`config.mk`:
```
export PLATFORM = sky130hd
export DESIGN_NAME = ssbc_queue
export DESIGN_NICKNAME = d
export VERILOG_FILES = /design/src/rtl/core/ssbc_pkg.sv /design/src/rtl/core/ssbc_queue.sv
export SDC_FILE = /design/constraint.sdc
export NUM_CORES = 1
export LEC_CHECK = 0
export ABC_AREA = 1
export BUFFER_PORTS_ARGS = -buffer_cell sky130_fd_sc_hd__clkbuf_2
export CAP_MARGIN = 5
export CORE_ASPECT_RATIO = 1.4
export CORE_UTILIZATION = 50
export CTS_BUF_LIST = sky130_fd_sc_hd__clkbuf_16
export CTS_CLUSTER_DIAMETER = 30
export DETAILED_ROUTE_END_ITERATION = 8
export PLACE_DENSITY = 0.74
export SYNTH_ARGS = -nofsm -noshare
export SYNTH_HDL_FRONTEND = slang
export SYNTH_SLANG_ARGS = --single-unit
```
`constraint.sdc`:
```
create_clock -name clock -period 4.2 [get_ports clock]
set_input_delay 0 -clock clock [delete_from_list [all_inputs] [get_ports clock]]
set_output_delay 0 -clock clock [all_outputs]
set_load 0.05 [all_outputs]
```
`src/rtl/core/ssbc_pkg.sv`:
```
// Package for the semaphore set blocker check: sizes, codes, payload structs
// and the queue item passed from the front part to the back part.
// No dependencies; every other file of the block imports it.
`timescale 1ns / 1ps
`default_nettype none

package ssbc_pkg;

   // Capacity of the semaphore set and of one operation set.
   localparam int MAX_SEMS = 1024;
   localparam int MAX_OPS = 256;

   // Derived widths.
   localparam int IDX_W = (MAX_SEMS > 1) ? $clog2(MAX_SEMS) : 1;
   localparam int POS_W = $clog2(MAX_OPS + 2);

   // Fixed field widths.
   localparam int CFG_W = 11;
   localparam int FIELD_W = 16;
   localparam int WORK_W = 24;
   localparam int BLK_W = 8;
   localparam int EPOCH_W = 8;

   // Saturation limit of a working value.
   localparam logic [WORK_W-1:0] WORK_MAX = {WORK_W{1'b1}};

   // Epoch marks: zero means untouched, the last code forces a clearing pass.
   localparam logic [EPOCH_W-1:0] EPOCH_NONE = '0;
   localparam logic [EPOCH_W-1:0] EPOCH_FIRST = EPOCH_W'(1);
   localparam logic [EPOCH_W-1:0] EPOCH_LAST = {EPOCH_W{1'b1}};

   // Queue between the front and the back part.
   localparam int QDEPTH = 2;
   localparam int QPTR_W = (QDEPTH > 1) ? $clog2(QDEPTH) : 1;
   localparam int QCNT_W = $clog2(QDEPTH + 1);

   typedef enum logic [0:0] {
      CMD_LOAD = 1'b0,
      CMD_OP   = 1'b1
   } command_type;

   typedef enum logic [2:0] {
      VERDICT_PROCEED  = 3'd0,
      VERDICT_WAIT     = 3'd1,
      VERDICT_REFUSE   = 3'd2,
      VERDICT_UNKNOWN  = 3'd3,
      VERDICT_BADCOUNT = 3'd4
   } verdict_type;

   typedef enum logic [1:0] {
      OP_ADD  = 2'd0,
      OP_ZERO = 2'd1,
      OP_TAKE = 2'd2
   } op_class_type;

   typedef enum logic [1:0] {
      BK_CLEAR = 2'd0,
      BK_IDLE  = 2'd1,
      BK_EXEC  = 2'd2
   } back_state_type;

   // Input item as it arrives on the command port.
   typedef struct packed {
      logic                       command;
      logic [FIELD_W-1:0]         sem_index;
      logic [FIELD_W-1:0]         load_value;
      logic signed [FIELD_W-1:0]  op_amount;
      logic                       no_wait;
      logic                       last_op;
   } req_type;

   // Result item.
   typedef struct packed {
      logic [2:0]       verdict;
      logic [BLK_W-1:0] blocker_position;
   } rsp_type;

   // Classified item held in the queue.
   typedef struct packed {
      logic               is_load;
      logic               load_ok;
      logic [IDX_W-1:0]   index;
      logic [FIELD_W-1:0] load_value;
      op_class_type       op_class;
      logic [FIELD_W-1:0] amount;
      logic               no_wait;
      logic               last;
      logic               evaluate;
      logic               unknown;
      logic               bad_count;
      logic [POS_W-1:0]   position;
   } qitem_type;

   // Queue fill status.
   typedef struct packed {
      logic full;
      logic empty;
   } q_status_type;

   // Status of the back part seen by the top level.
   typedef struct packed {
      logic clearing;
      logic popping;
   } back_status_type;

endpackage

`default_nettype wire

```
`src/rtl/core/ssbc_queue.sv`:
```
// Short queue of classified items between the front and the back part.
// Depends on ssbc_pkg.
`timescale 1ns / 1ps
`default_nettype none

module ssbc_queue import ssbc_pkg::*; (
   input  wire logic      clock,
   input  wire logic      reset,
   input  wire logic      push,
   input  wire qitem_type push_item,
   input  wire logic      pop,
   output qitem_type      head,
   output q_status_type   status
);

   qitem_type         entries_ff [QDEPTH];
   logic [QPTR_W-1:0] wr_ptr_ff;
   logic [QPTR_W-1:0] rd_ptr_ff;
   logic [QCNT_W-1:0] count_ff;

   function automatic logic [QPTR_W-1:0] ptr_step(input logic [QPTR_W-1:0] ptr);
      logic [QPTR_W-1:0] nxt;
      nxt = (ptr == QPTR_W'(QDEPTH - 1)) ? '0 : ptr + QPTR_W'(1);
      return nxt;
   endfunction

   // Storage; written on every push.
   always_ff @(posedge clock) begin
      if (push) begin
         entries_ff[wr_ptr_ff] <= push_item;
      end
   end

   // Pointers and fill count.
   always_ff @(posedge clock) begin
      if (reset) begin
         wr_ptr_ff <= '0;
         rd_ptr_ff <= '0;
         count_ff <= '0;
      end else begin
         if (push) begin
            wr_ptr_ff <= ptr_step(wr_ptr_ff);
         end
         if (pop) begin
            rd_ptr_ff <= ptr_step(rd_ptr_ff);
         end
         if (push && !pop) begin
            count_ff <= count_ff + QCNT_W'(1);
         end else if (pop && !push) begin
            count_ff <= count_ff - QCNT_W'(1);
         end
      end
   end

   assign head = entries_ff[rd_ptr_ff];
   assign status.full = (count_ff == QCNT_W'(QDEPTH));
   assign status.empty = (count_ff == '0);

endmodule

`default_nettype wire

```
==> impl_results.md <==
* Via Count at 2633
* Mapped Area at 0.00486 mm^2
* Largest buffer count on any clock path at 2
* Slew Viols, Final at 0
* Crit path DAT at roughly 2100 ps
* Hold slack at between 300 and 400 ps
* Placed cells at 450
* Antenna cells at 0
* FF+latch count, synth at between 100 and 150
* Final Non-Filler Cells at roughly 550
* RR Endpoint: entries_ff[0][28]$_DFFE_PP_
* Gate power share at between 15 and 20%
* Pre-CTS WS at 2070 ps
* Relative slew slack at 21.9%
* Final HPWL DP at between 5 and 6 mm
* Area leader, netlist: edfxtp_1
* Fin crit share at around 50%
* Final hold viol count at 0
* Post-synthesis sequential area ratio at between 70% and 80%
* H-tree depth at 4
* Leakage at 0.00279 uW
* Antenna violations before repair at 0
* Detailed Route Iter0 Violations at between 150 and 200
* CP required at between 4000 and 5000 ps
* Maxcap violations at 0
* Clock skew at 10.0 ps
* Drt wl/cell at about 16 um
* Chip Height at 119 um
* Most common cell in the netlist: edfxtp_1
* Effective utilization at floorplan at 51.4%
* Crit. End Element: primary output
* Synth unique cells at 15
* Multi-input logic area at about 0.001 mm^2
* Worst setup path end: head[7]
* Core ar. at between 0.009 and 0.01 mm^2
* Status: completed
* Sequential share of power at a little over two fifths
* Share of layout cells above drive strength 1 at between 40% and 50%
* # IOs at about 130
* Placer congestion estimate at between 0.6 and 0.7
* Area contributors post-synth: edfxtp_1 74%, mux2_4 19%, buf_12 2.5%, dfxtp_1 2.1%, inv_1 0.69%
* Count of buffers from port buffering at around 130
* Leading post-synthesis cells by instance count: 120 x edfxtp_1, 60 x mux2_4, 9 x inv_1
* Post-route ant nets at 0
* Max VDD drop at 0.310 mV
* Vias in the first global route at approximately 2.8k
* Post-synth EDFFs at 120
* Yosys warns at 0
* Net switching power at around 840 uW
* Flip-flop and latch area at 0.00371 mm^2
* First-pass GRT wire length at between 10 and 15 mm
* Power Internal at between 2000 and 3000 uW
* Final net count at 488
* Total track usage at between 10% and 20%
* Area of the die at 0.0101 mm^2
* Clk pwr share at roughly 40%
* Vias/cell at between 4 and 5
* Worst slew pin tran at approximately 1200 ps
* Mapped Cells at 220
* CTS tree: yes
* Crit path time final at around 2100 ps
* Die X at around 85 um
* Total congestion overflow at 0
* Mapped Nets at 285
* Final wirelength at 8.81 mm
* TritonCTS Sinks at roughly 130
* Row count at 42
* Hold Crit Class: in -> reg
* Top cell type's share of synthesized area at about 74%
* R2R setup slack at roughly 2100 ps
* Crit-path max FO at 60
* Async SR Flop Fraction at 0%
* Main synth FF type: edfxtp_1
* FMAX at between 400 and 500 MHz
* Area grow syn2layout at 38.3%
* Pwr per Cell Area at approximately 510 mW/mm^2
* Worst-Skew Late Latency at 400 ps
* Reg2reg path depth at 2
* Avg Inst Size Synth at between 20 and 25 um^2
* Fillers at between 600 and 700
* CTS root buffer: clkbuf_16
* Drt pass-1 iters at 4
* Largest net degree at the start of global routing at approximately 60
* Worst reg2reg startpoint: wr_ptr_ff$_SDFFE_PP0P_
* Final worst slack at between 2000 and 2500 ps
* Crit path launch type: register
* Sw Ratio at around 25%
* Setup_tns at 0 ps
* CP Class: reg -> out
* Worst-path clk slew at around 50 ps
* TritonCTS Buffers at 17
* Post-CTS setup buffers at 0
* Final setup violation count at 0
* Drt drc at 0
* RSZ-0062 raised after global routing: false
==> metal layers <==
layer	up-vias	GRT usage, %	wire length, um
li1	1256	-	-
met1	1279	19.5	3360
met2	82	32.8	4910
met3	16	4.96	344
met4	0	9.27	189
met5	-	0	0
==> logic make-up after synthesis <==
kind of cell / synth area share [%]
buffers and inverters: 3.40
and+or+nand+nor: 1.26
muxes: 18.5
xor gates and xnor gates: 0.180
adders and majority gates: 0.257
AOI/OAI and AO/OA: 0.206
DFF: 76.2
==> layout make-up <==
type                            count  area share (%)
Sequential cell                   125            55.1
Multi-Input combinational cell     79            14.9
Inverter                            9           0.502
Clock inverter                     15            2.08
Timing Repair Buffer              191            19.0
Clock buffer                       17            6.32
Tap cell                          110            2.05
==> what timing repair did <==
item                                   4_1_cts  5_1_grt
endpoints found under the hold margin      125        0
resized for setup                            0        0
hold buffers                                64        0
==> cell usage in the layout, fill, tap and decap left out <==
master / count
dlygate4sd3_1: 64
nor3_1: 1
nand4_1: 1
a21oi_1: 1
bufinv_16: 3
inv_2: 1
clkinvlp_4: 1
buf_4: 2
dfxtp_4: 1
clkbuf_2: 125
dfxtp_1: 4
o21ai_0: 1
clkinv_1: 5
clkbuf_16: 17
nor2_1: 6
clkinv_2: 1
ha_1: 1
nor2_4: 1
xnor2_1: 1
mux2_4: 60
edfxtp_1: 120
nand3_1: 1
inv_1: 13
nand2_1: 5
==> power groups by stage <==
stage	Sequential, uW	Clock, uW	Combinational [uW]
floorplan	1490	0	429
global placement	1510	0	481
detailed placement	1520	0	488
CTS	1500	1390	538
global route	1500	1450	559
finish	1490	1370	536
==> stage by stage <==
| stage | power, uW | util (%) | area (um^2) |
|---|---|---|---|
| finish | 3400 | 71.1 | 6730 |
| global placement | 2000 | 58.4 | 5520 |
| global route | 3510 | 71.1 | 6730 |
| detailed placement | 2010 | 58.4 | 5520 |
| floorplan | 1910 | - | 4860 |
| CTS | 3420 | 71.1 | 6730 |
==> worst max-delay path: stages, from the launching register on <==
cell and delay, ps:
dfxtp_4 1100, mux2_4 370, clkbuf_2 240
==> registers in the layout, summed over array words and instances (netlist names), named ones only <==
name / cells
entries_ff: 120
count_ff: 2
rd_ptr_ff: 1
wr_ptr_ff: 1
==> how the worst min path moves through the flow <==
stage | cells after the start | from | to | slack, ps
3_5_place_dp | 1 | push_item[29] | entries_ff[1][29]$_DFFE_PP_ | 190
4_1_cts | 2 | push_item[2] | entries_ff[0][2]$_DFFE_PP_ | 310
2_1_floorplan | 1 | reset | register | 70
3_3_place_gp | 1 | push_item[20] | entries_ff[0][20]$_DFFE_PP_ | 190
6_report | 2 | push_item[19] | entries_ff[0][19]$_DFFE_PP_ | 330
5_1_grt | 2 | push_item[19] | entries_ff[0][19]$_DFFE_PP_ | 330
(Power assumes the default switching activity.)
