--- src/rtl/core/ssbc_pkg.sv ---
// Package for the semaphore set blocker check: sizes, codes, payload structs
// and the queue item passed from the front part to the back part.
// No dependencies; every other file of the block imports it.
`timescale 1ns / 1ps
`default_nettype none

package ssbc_pkg;

   // Capacity of the semaphore set and of one operation set.
   localparam int MAX_SEMS = 1024;
   localparam int MAX_OPS = 256;

   // Derived widths.
   localparam int IDX_W = (MAX_SEMS > 1) ? $clog2(MAX_SEMS) : 1;
   localparam int POS_W = $clog2(MAX_OPS + 2);

   // Fixed field widths.
   localparam int CFG_W = 11;
   localparam int FIELD_W = 16;
   localparam int WORK_W = 24;
   localparam int BLK_W = 8;
   localparam int EPOCH_W = 8;

   // Saturation limit of a working value.
   localparam logic [WORK_W-1:0] WORK_MAX = {WORK_W{1'b1}};

   // Epoch marks: zero means untouched, the last code forces a clearing pass.
   localparam logic [EPOCH_W-1:0] EPOCH_NONE = '0;
   localparam logic [EPOCH_W-1:0] EPOCH_FIRST = EPOCH_W'(1);
   localparam logic [EPOCH_W-1:0] EPOCH_LAST = {EPOCH_W{1'b1}};

   // Queue between the front and the back part.
   localparam int QDEPTH = 2;
   localparam int QPTR_W = (QDEPTH > 1) ? $clog2(QDEPTH) : 1;
   localparam int QCNT_W = $clog2(QDEPTH + 1);

   typedef enum logic [0:0] {
      CMD_LOAD = 1'b0,
      CMD_OP   = 1'b1
   } command_type;

   typedef enum logic [2:0] {
      VERDICT_PROCEED  = 3'd0,
      VERDICT_WAIT     = 3'd1,
      VERDICT_REFUSE   = 3'd2,
      VERDICT_UNKNOWN  = 3'd3,
      VERDICT_BADCOUNT = 3'd4
   } verdict_type;

   typedef enum logic [1:0] {
      OP_ADD  = 2'd0,
      OP_ZERO = 2'd1,
      OP_TAKE = 2'd2
   } op_class_type;

   typedef enum logic [1:0] {
      BK_CLEAR = 2'd0,
      BK_IDLE  = 2'd1,
      BK_EXEC  = 2'd2
   } back_state_type;

   // Input item as it arrives on the command port.
   typedef struct packed {
      logic                       command;
      logic [FIELD_W-1:0]         sem_index;
      logic [FIELD_W-1:0]         load_value;
      logic signed [FIELD_W-1:0]  op_amount;
      logic                       no_wait;
      logic                       last_op;
   } req_type;

   // Result item.
   typedef struct packed {
      logic [2:0]       verdict;
      logic [BLK_W-1:0] blocker_position;
   } rsp_type;

   // Classified item held in the queue.
   typedef struct packed {
      logic               is_load;
      logic               load_ok;
      logic [IDX_W-1:0]   index;
      logic [FIELD_W-1:0] load_value;
      op_class_type       op_class;
      logic [FIELD_W-1:0] amount;
      logic               no_wait;
      logic               last;
      logic               evaluate;
      logic               unknown;
      logic               bad_count;
      logic [POS_W-1:0]   position;
   } qitem_type;

   // Queue fill status.
   typedef struct packed {
      logic full;
      logic empty;
   } q_status_type;

   // Status of the back part seen by the top level.
   typedef struct packed {
      logic clearing;
      logic popping;
   } back_status_type;

endpackage

`default_nettype wire

--- src/rtl/core/ssbc_front.sv ---
// Front part of the semaphore set blocker check: holds the set size register,
// counts op positions and classifies each accepted item for the back part.
// Depends on ssbc_pkg.
`timescale 1ns / 1ps
`default_nettype none

module ssbc_front import ssbc_pkg::*; (
   input  wire logic             clock,
   input  wire logic             reset,
   input  wire logic             accept,
   input  wire req_type          req_data,
   input  wire logic             csr_we,
   input  wire logic [CFG_W-1:0] csr_wdata,
   output logic                  push,
   output qitem_type             push_item
);

   logic [CFG_W-1:0] set_size_ff;
   logic [POS_W-1:0] pos_ff;
   logic [POS_W-1:0] pos_in;
   logic [POS_W-1:0] pos_next;
   logic             is_op;
   logic [FIELD_W:0] index_wide;
   logic [FIELD_W:0] size_wide;

   // Set size register; the user must write it only while the block is idle, the block itself does not enforce it.
   always_ff @(posedge clock) begin
      if (reset) begin
         set_size_ff <= '0;
      end else if (csr_we) begin
         set_size_ff <= csr_wdata;
      end
   end

   assign is_op = (req_data.command == CMD_OP);
   assign index_wide = {1'b0, req_data.sem_index};
   assign size_wide = (FIELD_W + 1)'(set_size_ff);

   // The op count saturates one past the limit.
   always_comb begin
      pos_next = pos_ff;
      if (pos_ff <= POS_W'(MAX_OPS)) begin
         pos_next = pos_ff + POS_W'(1);
      end
      pos_in = pos_ff;
      if (accept && is_op) begin
         pos_in = req_data.last_op ? '0 : pos_next;
      end
   end

   always_ff @(posedge clock) begin
      if (reset) begin
         pos_ff <= '0;
      end else begin
         pos_ff <= pos_in;
      end
   end

   // Classification of the item.
   always_comb begin
      push_item.is_load = !is_op;
      push_item.load_ok = (index_wide < (FIELD_W + 1)'(MAX_SEMS));
      push_item.index = req_data.sem_index[IDX_W-1:0];
      push_item.load_value = req_data.load_value;
      push_item.no_wait = req_data.no_wait;
      push_item.last = req_data.last_op;
      push_item.evaluate = (pos_ff < POS_W'(MAX_OPS));
      push_item.unknown = (set_size_ff == '0) || (size_wide > (FIELD_W + 1)'(MAX_SEMS))
                          || (index_wide >= size_wide);
      push_item.bad_count = (pos_next > POS_W'(MAX_OPS));
      push_item.position = pos_ff;
      if (req_data.op_amount == '0) begin
         push_item.op_class = OP_ZERO;
         push_item.amount = '0;
      end else if (!req_data.op_amount[FIELD_W-1]) begin
         push_item.op_class = OP_ADD;
         push_item.amount = req_data.op_amount;
      end else begin
         // Magnitude of a negative op; the most negative value still fits.
         push_item.op_class = OP_TAKE;
         push_item.amount = FIELD_W'(0) - FIELD_W'(req_data.op_amount);
      end
   end

   assign push = accept;

endmodule

`default_nettype wire

--- config.mk ---
export PLATFORM = sky130hd
export DESIGN_NAME = ssbc_front
export DESIGN_NICKNAME = d
export VERILOG_FILES = /design/src/rtl/core/ssbc_pkg.sv /design/src/rtl/core/ssbc_front.sv
export SDC_FILE = /design/constraint.sdc
export NUM_CORES = 1
export LEC_CHECK = 0
export BUFFER_PORTS_ARGS = -buffer_cell sky130_fd_sc_hd__buf_2
export CORE_MARGIN = 10
export CORE_UTILIZATION = 43
export DETAILED_ROUTE_END_ITERATION = 8
export GPL_TIMING_DRIVEN = 0
export PLACE_DENSITY = 0.84
export SLEW_MARGIN = 25
export SYNTH_ARGS = -nofsm -noshare
export SYNTH_HDL_FRONTEND = slang
export SYNTH_SLANG_ARGS = --single-unit
export TNS_END_PERCENT = 100
--- constraint.sdc ---
create_clock -name clock -period 2.2 [get_ports clock]
set_input_delay 0.11 -clock clock [delete_from_list [all_inputs] [get_ports clock]]
set_output_delay 0.11 -clock clock [all_outputs]
set_load 0.05 [all_outputs]
==> metrics.cfg <==
[clocking]
clock_latency_ps=260
clk_pin_slew_ps=80
cts_root_buf=clkbuf_8
htree_num_levels=1
hold_buffers=0
clock_sinks=20
cts_buffer_depth=2
cts_tree=done
cts_buffers=3

[yosys]
ys_seq_elements=20
synthCells=255
syn_area_um2=1940
yosysWarnings=0
synth_flop_cell=dfxtp_1
synth_cell_type_count=47
synth_seq_area_share=0.206
synthArstFlopShare=0
synth_area_per_cell_um2=7.62
synth-edff-count=0
syn_nets=335

[place]
hpwl_um=5160
io_buffers=106
gp_congestion=0.892
dp.cells=413

[cells_and_area]
drive_gt1_frac=0.443
nets=447
syn2layout_area_growth_pct=39.9
layout_common_cells=buf_2 (108), buf_4 (30), nor2_1 (22)
finish.cell_count_without_fillers=418
final_common_cell=buf_2
diodes=0

[floorplan]
initial_utilization=0.446
dieArea_um2=7610
rows=24
dieHeight_um=87.2
die_w_um=87.2
io_pins=127
core_um2=4350

[critical_path]
cp_data_required_time_ps=2090
start_kind=register
slowest_stage=or4b_4
path_max_fanout=9
crit_type=reg2out
critPathBufInv=2
arrival_ps=2040
worstPathCellList=inv_1 > ha_4 > or4b_4 > o2111ai_2 > o311ai_2 > a31oi_2 > buf_6
cp_top_family=compound AO/OA/AOI/OAI gates
end_kind=output port
critPathMaxStageDelay_ps=460

[timing]
maxSlewViolCount=0
period_share=0.978
max_freq_ghz=0.465
hold_viol=0
setup_viol=0
worst-slew-pin-transition_ps=697
max_slew_margin=0.536
skew_ps=6.49
post-route-min-period_ps=2150
tns_ps=0

[global_routing]
grt-ovfl-total=0
grt_pass1_wl_um=9750
track_usage=0.152
grt_antenna_before_repair=0
grt_max_degree=13
grt_pass1_vias=2163

[pwr]
power.share.sequential=0.299
power_frac_clock=0.287
net-switching-power_mw=0.500
leakage_nw=1.30
p_int_mw=0.797
swShare=0.385
comb_power_share=0.414
irDropWorstVdd_uv=423
power.density_nw_per_um2=477

[drt]
avgRoutedWirePerCell_um=15.0
via_per_inst=5.22
drtIter0Drc=122
routed_wl_um=6260
ant_nets=0
first_pass_iters=4
num_vias=2182
remaining_drc_errors=0

[flow_run]
cap_violations=0

[worst_hold_path]
hp-class=in2reg

[outcome]
outcome=finished clean

==> sequential cells by signal, indices dropped and copies added (netlist names) <==
signal / flops
pos_ff: 9
set_size_ff: 11
==> worst paths after layout <==
check / slack, ps / depth (start not counted) / end / start
setup / recovery: 50 / 7 / push_item[9] / pos_ff[1]
setup reg to reg: 510 / 6 / pos_ff[0] / pos_ff[1]
hold / removal: 70 / 3 / set_size_ff[7] / csr_wdata[7]
hold reg to reg: 530 / 2 / set_size_ff[4] / set_size_ff[4]
==> metal layers <==
| metal | wire, µm | GRT usage | vias to the layer above | share of wire |
|---|---|---|---|---|
| li1 | - | - | 1096 | - |
| met1 | 2340 | 0.160 | 985 | 0.37 |
| met2 | 3220 | 0.279 | 91 | 0.51 |
| met3 | 615 | 0.0552 | 10 | 0.098 |
| met4 | 83 | 0.0319 | 0 | 0.013 |
| met5 | 0 | 0 | - | 0 |
==> power by group through the flow <==
stage	logic, mW	clock network (mW)	registers, mW
after floorplan	0.389	0	0.395
after global placement	0.521	0	0.394
after detailed placement	0.531	0	0.395
after CTS	0.533	0.380	0.387
after global routing	0.579	0.396	0.389
final	0.538	0.372	0.387
==> cell type report <==
| class | instances | area, µm² |
|---|---|---|
| repair buffers | 107 | 551 |
| clock buffers | 3 | 41.3 |
| flip-flops and latches | 20 | 407 |
| multi-input cells | 172 | 1270 |
| plain buffers | 44 | 280 |
| fillers | 402 | 1640 |
| clock inverters | 1 | 30.0 |
| inverters | 19 | 73.8 |
| well taps | 52 | 65.1 |
==> Yosys cell counts (5+ instances only) <==
cell	n	share of area
clkbuf_1	10	0.019
nand3_1	11	0.028
nand2_1	12	0.023
nor3_1	5	0.013
ha_1	14	0.090
dfxtp_1	20	0.21
inv_1	19	0.037
nor2_1	22	0.042
a21oi_1	15	0.039
buf_4	29	0.11
mux2i_1	11	0.057
o21ai_1	10	0.026
xnor2_1	13	0.059
o21ai_0	6	0.015
==> worst register-to-register path, stage by stage, from the launching register on <==
cell and delay (ps):
dfxtp_2 390, inv_1 110, ha_4 130, or4b_4 460
o21ai_1 240, nand3_1 110, a21oi_1 190
==> through the flow <==
step / power, mW / hold slack (ps) / setup slack (ps) / cell area [µm²] / utilization
after global routing: 1.36 / 91.9 / -62.1 / 2720 / 0.624
after global placement: 0.915 / 346 / 167 / 2550 / 0.586
after detailed placement: 0.926 / 353 / 137 / 2550 / 0.586
final: 1.30 / 73.8 / 48.1 / 2720 / 0.624
after CTS: 1.30 / 77.5 / -6.54 / 2640 / 0.606
after floorplan: 0.784 / 257 / -98.9 / 1950 / -
==> cells by family after synthesis <==
group                    Yosys count  synth area share
AO/OA/AOI/OAI                     53             0.182
multiplexers                      11            0.0567
buffers and inverters             63             0.180
XOR/XNOR                          13            0.0586
flip-flops                        20             0.206
adder cells (fa/ha/maj)           14            0.0901
AND/OR/NAND/NOR                   81             0.226
==> repair_timing <==
action | CTS | global route
pin swaps | 0 | 3
resized for setup | 8 | 14
setup buffers | 0 | 1
setup endpoints to repair | 2 | 2
hold endpoints to repair | 0 | 0
Power figures use the tool's default switching activity.
